[config.mk]
export PLATFORM = sky130hd
export DESIGN_NAME = npld_fifo
export DESIGN_NICKNAME = d
export VERILOG_FILES = /design/src/hw/rtl/npld_fifo.sv
export VERILOG_INCLUDE_DIRS = /design/src /design/src/hw/rtl
export SDC_FILE = /design/constraint.sdc
export NUM_CORES = 1
export LEC_CHECK = 0
export ABC_CLOCK_PERIOD_IN_PS = 2000
export BUFFER_PORTS_ARGS = -buffer_cell sky130_fd_sc_hd__buf_2
export CAP_MARGIN = 20
export CORE_AREA = 2 2 91 76
export CTS_BUF_LIST = sky130_fd_sc_hd__clkbuf_4 sky130_fd_sc_hd__clkbuf_8 sky130_fd_sc_hd__clkbuf_16
export CTS_CLUSTER_SIZE = 14
export DETAILED_ROUTE_END_ITERATION = 8
export DIE_AREA = 0 0 93 78
export PLACE_DENSITY = 0.69
export SETUP_SLACK_MARGIN = 0.02
export SLEW_MARGIN = 25
export SYNTH_ARGS = -nofsm -noshare
export SYNTH_HDL_FRONTEND = slang
export SYNTH_SLANG_ARGS = --single-unit
[constraint.sdc]
create_clock -name clk -period 2 [get_ports clk]
set_input_delay 0.4 -clock clk [delete_from_list [all_inputs] [get_ports clk]]
set_output_delay 0.4 -clock clk [all_outputs]
set_load 0.05 [all_outputs]
[src/hw/rtl/nine_point_laplacian_diffusion_step_macros.svh]
// Assertion macros shared by the diffusion step RTL.
`ifndef NINE_POINT_LAPLACIAN_DIFFUSION_STEP_MACROS_SVH
`define NINE_POINT_LAPLACIAN_DIFFUSION_STEP_MACROS_SVH

// check cons in the same cycle as ante
`define NPLD_ASSERT_NOW(label, clk, rst_n, ante, cons, msg) \
	label: assert property (@(posedge clk) disable iff (!rst_n) (ante) |-> (cons)) \
		else $error(msg);

// check cons in the cycle after ante
`define NPLD_ASSERT_NEXT(label, clk, rst_n, ante, cons, msg) \
	label: assert property (@(posedge clk) disable iff (!rst_n) (ante) |=> (cons)) \
		else $error(msg);

`endif

[src/hw/rtl/npld_fifo.sv]
// Small register FIFO with fill level, used between front and back and on the result side.
`include "nine_point_laplacian_diffusion_step_macros.svh"

module npld_fifo #(
	parameter int WIDTH = 16,
	parameter int DEPTH = 4
) (
	input  logic                       clk,
	input  logic                       arst_n,
	input  logic                       push,
	input  logic [WIDTH-1:0]           wdata,
	input  logic                       pop,
	output logic [WIDTH-1:0]           rdata,
	output logic                       empty,
	output logic [$clog2(DEPTH+1)-1:0] level
);

	localparam int AW = $clog2(DEPTH);
	localparam int CW = $clog2(DEPTH + 1);

	logic [WIDTH-1:0] mem_q [DEPTH];
	logic [AW-1:0]    wptr_q;
	logic [AW-1:0]    rptr_q;
	logic [CW-1:0]    count_q;

	always_ff @(posedge clk or negedge arst_n) begin
		if (!arst_n) begin
			wptr_q  <= '0;
			rptr_q  <= '0;
			count_q <= '0;
		end else begin
			if (push) begin
				wptr_q <= (wptr_q == AW'(DEPTH - 1)) ? '0 : wptr_q + AW'(1);
			end
			if (pop) begin
				rptr_q <= (rptr_q == AW'(DEPTH - 1)) ? '0 : rptr_q + AW'(1);
			end
			if (push && !pop) begin
				count_q <= count_q + CW'(1);
			end else if (pop && !push) begin
				count_q <= count_q - CW'(1);
			end
		end
	end

	always_ff @(posedge clk) begin
		if (push) begin
			mem_q[wptr_q] <= wdata;
		end
	end

	assign rdata = mem_q[rptr_q];
	assign empty = (count_q == '0);
	assign level = count_q;

	`NPLD_ASSERT_NOW(a_no_overflow, clk, arst_n, push, int'(count_q) < DEPTH, "fifo push while full")
	`NPLD_ASSERT_NOW(a_no_underflow, clk, arst_n, pop, count_q != '0, "fifo pop while empty")

endmodule

==> flow_summary.ini <==
[outcome]
outcome = finished, violations left
violations = setup timing

[floorplanning]
rows = 26
die_h_microns = 78
core_sq_mm = 0.00625
dieArea_sq_mm = 0.00725
start_util_pct = 44.2
ioPinCount = 40
die_w_microns = 93

[setup_path]
crit_start = rptr_q[0]
crit_path_start_kind = flop
rr_startpoint = wptr_q[0]
cp-end-kind = output port
path_class = flop to output port
critPathMaxFanout = 4
reg2reg_slack_ns = 0.47
timing.rr.end = mem_q[2][9]
endpoint = rdata[0]
required_ns = 1.60
worstPathArrival_ns = 1.62
r2r_cells = 4

[timing]
fin_crit_ns = 2.02
finClkSkew_ns = 0.00791
fmax_mhz = 495
rsz0062_at_grt = yes
tns_ns = -0.0602
max_slew_margin_pct = 77.5
slew_viol_final = 0
hold_violations = 0
setup_violations = 6
fin_crit_sh_pct = 101
worst_pin_slew_ns = 0.337
worst_slack_ns = -0.0187

[power]
p_switching_mw = 2.14
clock_power_share_pct = 18.8
max-vdd-ir-drop_mv = 1.12
power_density_mw_per_mm2 = 1660
totalPowerFinal_mw = 5.73
p_int_mw = 3.60
power_frac_seq_pct = 36.0
power_leakage_nw = 1.26
netSwitchingFraction_pct = 37.3
power_frac_comb_pct = 45.3

[synth]
syn_area_per_cell_sq_um = 23.0
netlist_area_sq_mm = 0.00276
muxShareOfSynthArea_pct = 15.4
synth-seq-cells = 71
synthSimpleGateAreaFrac_pct = 1.68
ys_top_cells_by_area = edfxtp_1 (70%), mux4_1 (7.6%), mux4_2 (6.5%), dfrtp_1 (6.3%), ha_1 (2.7%)
synth_compound_area_share_pct = 0.363
synth-async-reset-ratio_pct = 9.86
synth_cells = 120
syn-num-nets = 147
ys_seq_area_share_pct = 76.0
synthAdderAreaFrac_pct = 3.45
synth_ff_type = edfxtp_1
synth_top_area_share_pct = 69.7
yosys.area_share.xor_xnor_pct = 0.952
synth_top_family_by_area = multiplexers
synth_common_cells = edfxtp_1 (64), mux4_1 (8), mux4_2 (8)
synth-edff-count = 64
ys_warn_count = 0
ys_types = 19
synth.largest_area_cell = edfxtp_1
yosysMostFrequentCell = edfxtp_1

[cts]
htree_levels = 3
cts_root_buf = clkbuf_8
clock_latency_ns = 0.34
clockBufferDepth = 2
numCtsBuffers = 9
clock_sinks = 71
path_clk_slew_ns = 0.07
tritoncts = done

[routing]
wl_mm = 4.69
drc = 0
avgViaCountPerCell = 4.97
drt_iter0_drc = 65
wl_per_cell_microns = 17.5
via_count = 1333
drt-pass1-iter-count = 4
final_antenna_net_count = 0

[grt]
grt_pass1_wl_mm = 7.47
overflow = 0
grt_pass1_vias = 1432
grt_max_degree = 13
antenna_found_initial = 0
track_usage_pct = 14.6

[final_layout]
syn2layout_area_growth_pct = 25.1
multi_input_area_sq_um = 577
regArea_sq_mm = 0.00210
fill_cells = 497
diodes = 0
post-route-util_pct = 55.3
drive_gt1_share_pct = 47.8
nets = 206

[job]
maxCapViolCount = 0

[placed_design]
dp_slack_ns = 0.248
place.gp.congestion = 0.636
io_buffers = 39
dpl.hpwl_mm = 3.18

[min_path]
hold_path.class = input port to flop
layer usage:
metal | wire length, microns | global-route usage, % | vias up
met1 | 1860 | 17.0 | 688
met5 | 0 | 0 | -
li1 | - | - | 598
met3 | 258 | 6.50 | 6
met2 | 2520 | 24.3 | 41
met4 | 53 | 4.85 | 0
critical path, stage by stage (launching register included):
cell	delay [ns]
dfrtp_2	0.43
buf_6	0.15
mux4_2	0.53
buf_6	0.17
what timing repair did:
action / CTS / global route
pin swaps: 0 / 0
cloned: 1 / 0
hold buffers: 1 / 0
endpoints found under the setup margin: 16 / 16
hold endpoints to repair: 7 / 0
gates resized for setup: 42 / 7
setup buffers: 4 / 0
power by group through the flow:
| stage | Sequential [mW] | Combinational, mW | Clock [mW] |
|---|---|---|---|
| after floorplan | 2.15 | 1.59 | 0 |
| after global placement | 2.05 | 2.15 | 0 |
| after detailed placement | 2.08 | 2.18 | 0 |
| after CTS | 2.06 | 2.68 | 1.11 |
| after global routing | 2.09 | 2.73 | 1.19 |
| final | 2.06 | 2.59 | 1.08 |
worst min path at each step:
stage | start | cells past startpoint | to
finish | wdata[2] | 1 | mem_q[3][2]
global route | wdata[1] | 1 | mem_q[3][1]
CTS | wdata[14] | 1 | mem_q[3][14]
detailed placement | arst_n | 1 | level[1]
global placement | arst_n | 1 | level[0]
floorplan | arst_n | 0 | level[0]
state kept, by name, indices dropped and copies added, names as in the netlist:
name / count
rptr_q: 2
wptr_q: 2
level: 3
mem_q: 64
kinds of logic (layout without fill, tap and decap cells):
group                      Yosys count  count (layout)
xor gates and xnor gates             3               3
AOI/OAI and AO/OA                    2               2
muxes                               19              19
DFF                                 71              71
adders and majority gates            7               7
buffers and inverters                9              73
and+or+nand+nor                      9               9
per-stage QoR:
| step | hold WS, ns | cells | instance area [sq um] |
|---|---|---|---|
| finish | 0.279 | 268 | 3450 |
| global route | 0.259 | 268 | 3450 |
| CTS | 0.262 | 270 | 3470 |
| detailed placement | 0.249 | 248 | 3130 |
| global placement | 0.237 | 248 | 3130 |
| floorplan | 0.104 | 120 | 2760 |
final cells by class:
type | instances | area share (%)
repair buffers | 52 | 13.3
well taps | 84 | 3.04
flip-flops and latches | 71 | 60.8
clock inverters | 6 | 1.78
multi-input cells | 40 | 16.7
clock buffers | 10 | 3.81
inverters | 5 | 0.544
placed cells by master (no fill, tap or decap):
cell type | synthesis | final
nor3_2 | 0 | 1
and2_1 | 4 | 4
clkinv_2 | 0 | 3
xor2_1 | 2 | 2
clkinv_4 | 0 | 1
dfrtp_2 | 0 | 1
xnor2_1 | 1 | 1
buf_6 | 1 | 14
fa_1 | 1 | 1
bufinv_16 | 0 | 1
clkinvlp_4 | 0 | 1
nor2_1 | 2 | 2
mux4_2 | 8 | 16
ha_1 | 6 | 6
clkbuf_8 | 0 | 9
mux2_2 | 3 | 3
buf_2 | 2 | 23
buf_4 | 0 | 7
buf_12 | 1 | 4
nand2_1 | 1 | 1
dfrtp_1 | 7 | 6
buf_8 | 0 | 3
o21ai_0 | 2 | 2
nand3_1 | 1 | 1
dlygate4sd3_1 | 0 | 1
edfxtp_1 | 64 | 64
inv_1 | 5 | 5
clkbuf_4 | 0 | 1
Power figures use the tool's default switching activity.
