<file path="src/hw/rtl/nine_point_laplacian_diffusion_step_macros.svh">
// Assertion macros shared by the diffusion step RTL.
`ifndef NINE_POINT_LAPLACIAN_DIFFUSION_STEP_MACROS_SVH
`define NINE_POINT_LAPLACIAN_DIFFUSION_STEP_MACROS_SVH

// check cons in the same cycle as ante
`define NPLD_ASSERT_NOW(label, clk, rst_n, ante, cons, msg) \
	label: assert property (@(posedge clk) disable iff (!rst_n) (ante) |-> (cons)) \
		else $error(msg);

// check cons in the cycle after ante
`define NPLD_ASSERT_NEXT(label, clk, rst_n, ante, cons, msg) \
	label: assert property (@(posedge clk) disable iff (!rst_n) (ante) |=> (cons)) \
		else $error(msg);

`endif

</file>
<file path="src/hw/rtl/npld_pkg.sv">
// Shared types and constants of the diffusion step block.
package npld_pkg;

	localparam int QUEUE_DEPTH  = 4;
	localparam int QUEUE_LVL_W  = $clog2(QUEUE_DEPTH + 1);
	localparam int OUT_DEPTH    = 8;
	localparam int OUT_LVL_W    = $clog2(OUT_DEPTH + 1);

	localparam int ROW_LENGTH_W = 11;
	localparam int ROWS_W       = 13;
	localparam int ROW_BITS     = 12;
	localparam int ROWS_MAX     = 4096;
	localparam int MIN_DIM      = 3;
	localparam int STEP_SCALE_W = 16;

	localparam int ADDR_W       = 4;
	localparam int DATA_W       = 32;

	localparam logic [ROW_LENGTH_W-1:0] ROW_LENGTH_RST = 11'd1024;
	localparam logic [ROWS_W-1:0]       ROW_COUNT_RST  = 13'd1024;
	localparam logic [STEP_SCALE_W-1:0] STEP_SCALE_RST = 16'd0;
	localparam logic                    HALF_STEP_RST  = 1'b1;

	typedef enum logic [1:0] {
		REG_ROW_LENGTH,
		REG_ROW_COUNT,
		REG_STEP_SCALE,
		REG_HALF_STEP
	} reg_idx_t;

	typedef enum logic [2:0] {
		KIND_SKIP,
		KIND_PASS,
		KIND_DIFF,
		KIND_FLUSH_WIN,
		KIND_FLUSH_RAM
	} kind_t;

	typedef struct packed {
		kind_t kind;
		logic  last;
	} cmd_t;

endpackage

</file>
<file path="src/hw/rtl/npld_back.sv">
// Back end: 3x3 window, nine-point Laplacian, scaling, rounding and saturation.
`include "nine_point_laplacian_diffusion_step_macros.svh"

module npld_back #(
	parameter int SAMPLE_BITS         = 16,
	parameter int SCALE_FRACTION_BITS = 16
) (
	input  logic                                 clk,
	input  logic                                 arst_n,
	input  logic                                 q_empty,
	input  npld_pkg::cmd_t                       q_cmd,
	input  logic signed [SAMPLE_BITS-1:0]        q_top,
	input  logic signed [SAMPLE_BITS-1:0]        q_mid,
	input  logic signed [SAMPLE_BITS-1:0]        q_bot,
	output logic                                 q_pop,
	input  logic [npld_pkg::OUT_LVL_W-1:0]       out_level,
	input  logic [npld_pkg::STEP_SCALE_W-1:0]    step_scale,
	input  logic                                 half_step_mode,
	output logic                                 out_push,
	output logic signed [SAMPLE_BITS-1:0]        out_sample,
	output logic                                 out_last
);

	localparam int S    = SAMPLE_BITS;
	localparam int F    = SCALE_FRACTION_BITS;
	localparam int ES   = S + 2;
	localparam int LAPW = S + 6;
	localparam int PW   = LAPW + npld_pkg::STEP_SCALE_W + 1;
	localparam int SW   = PW + 2;
	localparam logic signed [SW-1:0] SAT_HI = {{(SW - S + 1){1'b0}}, {(S - 1){1'b1}}};
	localparam logic signed [SW-1:0] SAT_LO = {{(SW - S + 1){1'b1}}, {(S - 1){1'b0}}};
	localparam logic signed [PW:0]   RND_WHOLE = {{PW{1'b0}}, 1'b1} << (F - 1);
	localparam logic signed [PW:0]   RND_HALF  = {{PW{1'b0}}, 1'b1} << F;

	logic signed [S-1:0]    win_q [9];
	logic signed [S-1:0]    nw [9];
	logic                   shift;
	logic signed [S-1:0]    centre_d;
	logic [2:0]             inflight;

	logic                   valid_s1_q, valid_s2_q, valid_s3_q, valid_s4_q;
	npld_pkg::cmd_t         cmd_s1, cmd_s2, cmd_s3, cmd_s4;
	logic signed [S-1:0]    centre_s1, centre_s2, centre_s3, centre_s4;
	logic signed [ES-1:0]   edges_s1;
	logic signed [ES-1:0]   corners_s1;
	logic signed [LAPW-1:0] lap_s2;
	logic signed [PW-1:0]   prod_s3;
	logic signed [PW:0]     rnd_v;
	logic signed [PW:0]     q_s4;
	logic signed [SW-1:0]   sum;

	assign inflight = 3'(valid_s1_q) + 3'(valid_s2_q) + 3'(valid_s3_q) + 3'(valid_s4_q);
	assign q_pop    = !q_empty && ((int'(out_level) + int'(inflight)) < npld_pkg::OUT_DEPTH);
	assign shift    = q_pop && (q_cmd.kind == npld_pkg::KIND_SKIP ||
			q_cmd.kind == npld_pkg::KIND_PASS || q_cmd.kind == npld_pkg::KIND_DIFF);

	always_comb begin
		nw[0] = win_q[1];
		nw[1] = win_q[2];
		nw[2] = q_top;
		nw[3] = win_q[4];
		nw[4] = win_q[5];
		nw[5] = q_mid;
		nw[6] = win_q[7];
		nw[7] = win_q[8];
		nw[8] = q_bot;
		case (q_cmd.kind)
			npld_pkg::KIND_FLUSH_WIN: begin
				centre_d = win_q[5];
			end
			npld_pkg::KIND_FLUSH_RAM: begin
				centre_d = q_mid;
			end
			default: begin
				centre_d = nw[4];
			end
		endcase
	end

	always_ff @(posedge clk or negedge arst_n) begin
		if (!arst_n) begin
			valid_s1_q <= 1'b0;
			valid_s2_q <= 1'b0;
			valid_s3_q <= 1'b0;
			valid_s4_q <= 1'b0;
		end else begin
			valid_s1_q <= q_pop;
			valid_s2_q <= valid_s1_q;
			valid_s3_q <= valid_s2_q;
			valid_s4_q <= valid_s3_q;
		end
	end

	assign rnd_v = (PW + 1)'(prod_s3) + (half_step_mode ? RND_HALF : RND_WHOLE);

	always_ff @(posedge clk) begin
		if (shift) begin
			win_q <= nw;
		end
		cmd_s1     <= q_cmd;
		centre_s1  <= centre_d;
		edges_s1   <= ES'(nw[1]) + ES'(nw[3]) + ES'(nw[5]) + ES'(nw[7]);
		corners_s1 <= ES'(nw[0]) + ES'(nw[2]) + ES'(nw[6]) + ES'(nw[8]);

		cmd_s2     <= cmd_s1;
		centre_s2  <= centre_s1;
		lap_s2     <= (LAPW'(edges_s1) <<< 2) + LAPW'(corners_s1)
				- (LAPW'(centre_s1) <<< 4) - (LAPW'(centre_s1) <<< 2);

		cmd_s3     <= cmd_s2;
		centre_s3  <= centre_s2;
		prod_s3    <= PW'(lap_s2) * PW'($signed({1'b0, step_scale}));

		cmd_s4     <= cmd_s3;
		centre_s4  <= centre_s3;
		q_s4       <= half_step_mode ? (rnd_v >>> (F + 1)) : (rnd_v >>> F);
	end

	assign sum = SW'(q_s4) + SW'(centre_s4);

	always_comb begin
		out_sample = centre_s4;
		if (cmd_s4.kind == npld_pkg::KIND_DIFF) begin
			if (sum > SAT_HI) begin
				out_sample = SAT_HI[S-1:0];
			end else if (sum < SAT_LO) begin
				out_sample = SAT_LO[S-1:0];
			end else begin
				out_sample = sum[S-1:0];
			end
		end
	end

	assign out_push = valid_s4_q && (cmd_s4.kind != npld_pkg::KIND_SKIP);
	assign out_last = cmd_s4.last;

	`NPLD_ASSERT_NOW(a_pipe_depth, clk, arst_n, valid_s4_q, $past(valid_s1_q, 3), "back pipeline lost its timing")
	`NPLD_ASSERT_NOW(a_pop_room, clk, arst_n, q_pop, (int'(out_level) + int'(inflight)) < npld_pkg::OUT_DEPTH, "pop without result room")

endmodule

</file>
<file path="config.mk">
export PLATFORM = sky130hd
export DESIGN_NAME = npld_back
export DESIGN_NICKNAME = d
export VERILOG_FILES = /design/src/hw/rtl/npld_pkg.sv /design/src/hw/rtl/npld_back.sv
export VERILOG_INCLUDE_DIRS = /design/src /design/src/hw/rtl
export SDC_FILE = /design/constraint.sdc
export NUM_CORES = 1
export LEC_CHECK = 0
export BUFFER_PORTS_ARGS = -buffer_cell sky130_fd_sc_hd__buf_2
export CAP_MARGIN = 0
export CORE_UTILIZATION = 34
export CTS_BUF_LIST = sky130_fd_sc_hd__clkbuf_16
export DETAILED_ROUTE_END_ITERATION = 12
export PLACE_DENSITY = 0.47
export SLEW_MARGIN = 40
export SYNTH_ARGS = -nofsm -noshare
export SYNTH_HDL_FRONTEND = slang
export SYNTH_SLANG_ARGS = --single-unit
</file>
<file path="constraint.sdc">
create_clock -name clk -period 5.68 [get_ports clk]
set_input_delay 1.136 -clock clk [delete_from_list [all_inputs] [get_ports clk]]
set_output_delay 1.136 -clock clk [all_outputs]
set_load 0.005 [all_outputs]
</file>
==> flow_summary.toml <==
[grt]
grt_first_pass_wirelength_um = 104000
grt_start_max_net_pins = 61
grt_usage_pct = 17.0
overflow = 0
grt_pass1_vias = 20100
antenna_found_initial = 1

[min_path]
holdCritPathClass = "reg2reg"
holdPathEnd = "cmd_s4[3]$_DFF_P_"
min_from = "cmd_s3[3]$_DFF_P_"
hold_depth = 0

[worst_setup_path]
r2r_cells = 23
cp_top_family = "adder cells"
slowest_delay_ps = 570
crit_chain = "buf_8 -> buf_6 -> nand2_2 -> fa_1 -> inv_1 -> fa_1 -> fa_1 -> fa_1 -> fa_1 -> inv_2 -> fa_2 -> inv_2 -> ha_4 -> nor2b_1 -> o21ai_2 -> a21oi_4 -> a21oi_2 -> a211oi_4 -> a21boi_4 -> o21ba_4 -> o21bai_1 -> xor2_1"
criticalPathCategory = "in2reg"
crit_buf_inv = 5
critPathMaxFanout = 5
worst-r2r-setup-slack_ps = -100
crit_top_cell = "fa_1"
worst_setup_path_start_kind = "input pin"
crit_arrival_ps = 6470
slowest_stage = "fa_2"
required_ps = 6140
timing.rr.end = "prod_s3[32]$_DFF_P_"
r2r-start = "lap_s2[1]$_DFF_P_"
end_kind = "flop"

[logic_synthesis]
async_reset_ff_share_pct = 1.40
syn_area_sq_um = 26100
synth_edf_count = 96
synth-seq-area-share_pct = 25.7
yosys.area_share.simple_pct = 11.7
synth_cells = 2526
synth_compound_area_share_pct = 7.12
yosysWarnings = 0
synth_area_per_cell_sq_um = 10.3
synth-main-ff-cell = "dfxtp_1"
synth_xor_area_share_pct = 3.48
synthMuxAreaShare_pct = 1.00
synth_top_family_by_area = "adder cells"
ys_ff_latch = 286
synth_cell_types = 68
synth_fa_ha_area_share_pct = 43.0
syn-num-nets = 3229

[clocking]
cts_max_path_buffers = 3
clk_latency_ps = 540
cts_made_buffers = 34
cts_hold_buf = 0
cts_tree = "done"
h-tree-depth = 2
cts-root-buf = "clkbuf_16"
clkSlewWorstSetupHoldPaths_ps = 50
clock-sinks = 286

[placed_design]
portBuffers = 94
gp_congestion = 0.843
hpwl_um = 52600
pre_cts_slack_ps = -1180
dpl-instance-area_sq_um = 29400

[route]
drt_wl_total_um = 64200
drc_errors = 0
drt-vias-per-instance = 4.65
dr.pass1.iters = 5
drt-wirelength-per-cell_um = 16.7
drt-initial-drc-count = 683
postRouteAntennaNets = 0
vias = 17900

[timing]
max_freq_ghz = 0.166
setup_viol = 20
rsz0062_at_grt = "yes"
tns_ps = -3680
slew_viol_final = 0
period_minus_slack_ps = 6010
skew_ps = 22.5
tightest_slew_ps = 833
hold_violations = 0
layout_worst_path_cycle_share_pct = 106
relSlewSlack_pct = 43.8
final.setup.worst_slack_ps = -331

[floorplan]
io_pins = 95
std_cell_rows = 101
dieArea_sq_um = 77900
coreArea_sq_um = 75900
initial_utilization_pct = 34.4
die_y_um = 279
dieWidth_um = 279

[status]
status = "finished with violations"
violations = "setup timing"

[final_layout]
area_growth_pct = 20.6
stdcell_area_sq_um = 31500
layout.nets = 3488
drive_above_1_share_pct = 19.0
fin_util_pct = 41.4

[run]
cap_violations = 0
per-layer routing:
metal / part of all wire (%) / global-route usage [%]
met1: 42 / 20.5
met2: 51 / 30.7
met3: 3.2 / 1.92
met4: 4.0 / 6.69
met5: 0.019 / 0
flip-flops by register name, indices dropped and copies added, names as in the netlist:
register and flops:
nw 96, centre_s4 16, valid_s3_q 1, lap_s2 22, valid_s2_q 1, edges_s1 18
q_s4 24, cmd_s1 4, valid_s4_q 1, valid_s1_q 1, corners_s1 18, out_last 1
centre_s2 16, centre_s1 16, cmd_s3 4, cmd_s2 4, prod_s3 24, centre_s3 16
cmd_s4 3
synth_stat cells (6+ instances only):
master,instances,share of area (%)
xnor2_1,69,2.3
edfxtp_1,96,11
nand3_1,27,0.52
a21boi_0,7,0.20
nand2_1,283,4.1
and2_1,147,3.5
clkbuf_1,72,1.0
o21bai_1,8,0.23
xor2_1,33,1.1
a21o_1,20,0.58
mux2_2,17,0.73
o21ai_0,54,1.0
fa_1,450,35
and3_1,14,0.34
o21a_1,13,0.37
ha_1,177,8.5
a21oi_1,81,1.6
or3_1,6,0.14
a31oi_1,22,0.53
nor2_1,99,1.4
dfxtp_1,186,14
o22ai_1,6,0.14
nand2b_1,14,0.34
nor2b_1,15,0.36
inv_1,477,6.9
nor3_1,20,0.38
nand4_1,6,0.14
o2111ai_1,6,0.20
a211oi_1,15,0.43
mux2i_1,7,0.27
stage by stage:
step | cells | hold slack, ps
floorplan | 2526 | 310
CTS | 3829 | 326
global placement | 3748 | 310
global route | 3841 | 331
finish | 3842 | 324
detailed placement | 3748 | 312
worst max path at each step:
stage / startpoint / to / slack, ps / cells after the start
6_report: step_scale[8] / prod_s3[32]$_DFF_P_ / -330 / 22
5_1_grt: step_scale[7] / prod_s3[32]$_DFF_P_ / -550 / 24
4_1_cts: step_scale[12] / prod_s3[37]$_DFF_P_ / -340 / 24
3_5_place_dp: step_scale[4] / prod_s3[37]$_DFF_P_ / -1180 / 21
3_3_place_gp: step_scale[4] / prod_s3[37]$_DFF_P_ / -1130 / 23
2_1_floorplan: step_scale[5] / prod_s3[38]$_DFF_P_ / -550 / 23
layout by cell type (no fill, tap or decap), types with 19 or more instances in the layout:
master,instances
clkbuf_16,38
ha_1,161
nor2_1,93
a21oi_1,61
nand2_1,264
buf_2,84
edfxtp_1,96
xnor2_1,66
dfxtp_1,183
buf_12,31
o21ai_0,47
buf_4,154
nand3_1,27
and2_1,130
inv_2,26
a21o_1,20
xor2_1,32
inv_1,458
fa_1,432
nor3_1,19
logic make-up (layout without fill, tap and decap cells):
family          after synthesis  count (layout)
xor+xnor                    103             103
buf+inv                     555             840
other cells                   0               1
flops                       286             286
compound gates              284             284
fa+ha+maj                   627             627
simple gates                647             647
mux                          24              24
layout make-up:
class / instances / area (sq um)
multi-input cells: 1685 / 18000
inverters: 478 / 1800
repair buffers: 300 / 2670
well taps: 1030 / 1290
diodes: 1 / 2.50
clock inverters: 28 / 181
fillers: 7411 / 44500
clock buffers: 34 / 851
flip-flops and latches: 286 / 6710
repair_timing:
| item | 4_1_cts | 5_1_grt |
|---|---|---|
| pin swaps | 71 | 86 |
| endpoints found under the setup margin | 38 | 38 |
| resized for setup | 98 | 90 |
| setup buffers | 18 | 11 |
| gates cloned | 3 | 5 |
| endpoints found under the hold margin | 0 | 0 |
Power is left out: the tool's default activity adds up to more than one toggle a clock period on the data nets, which glitch-free logic cannot reach.
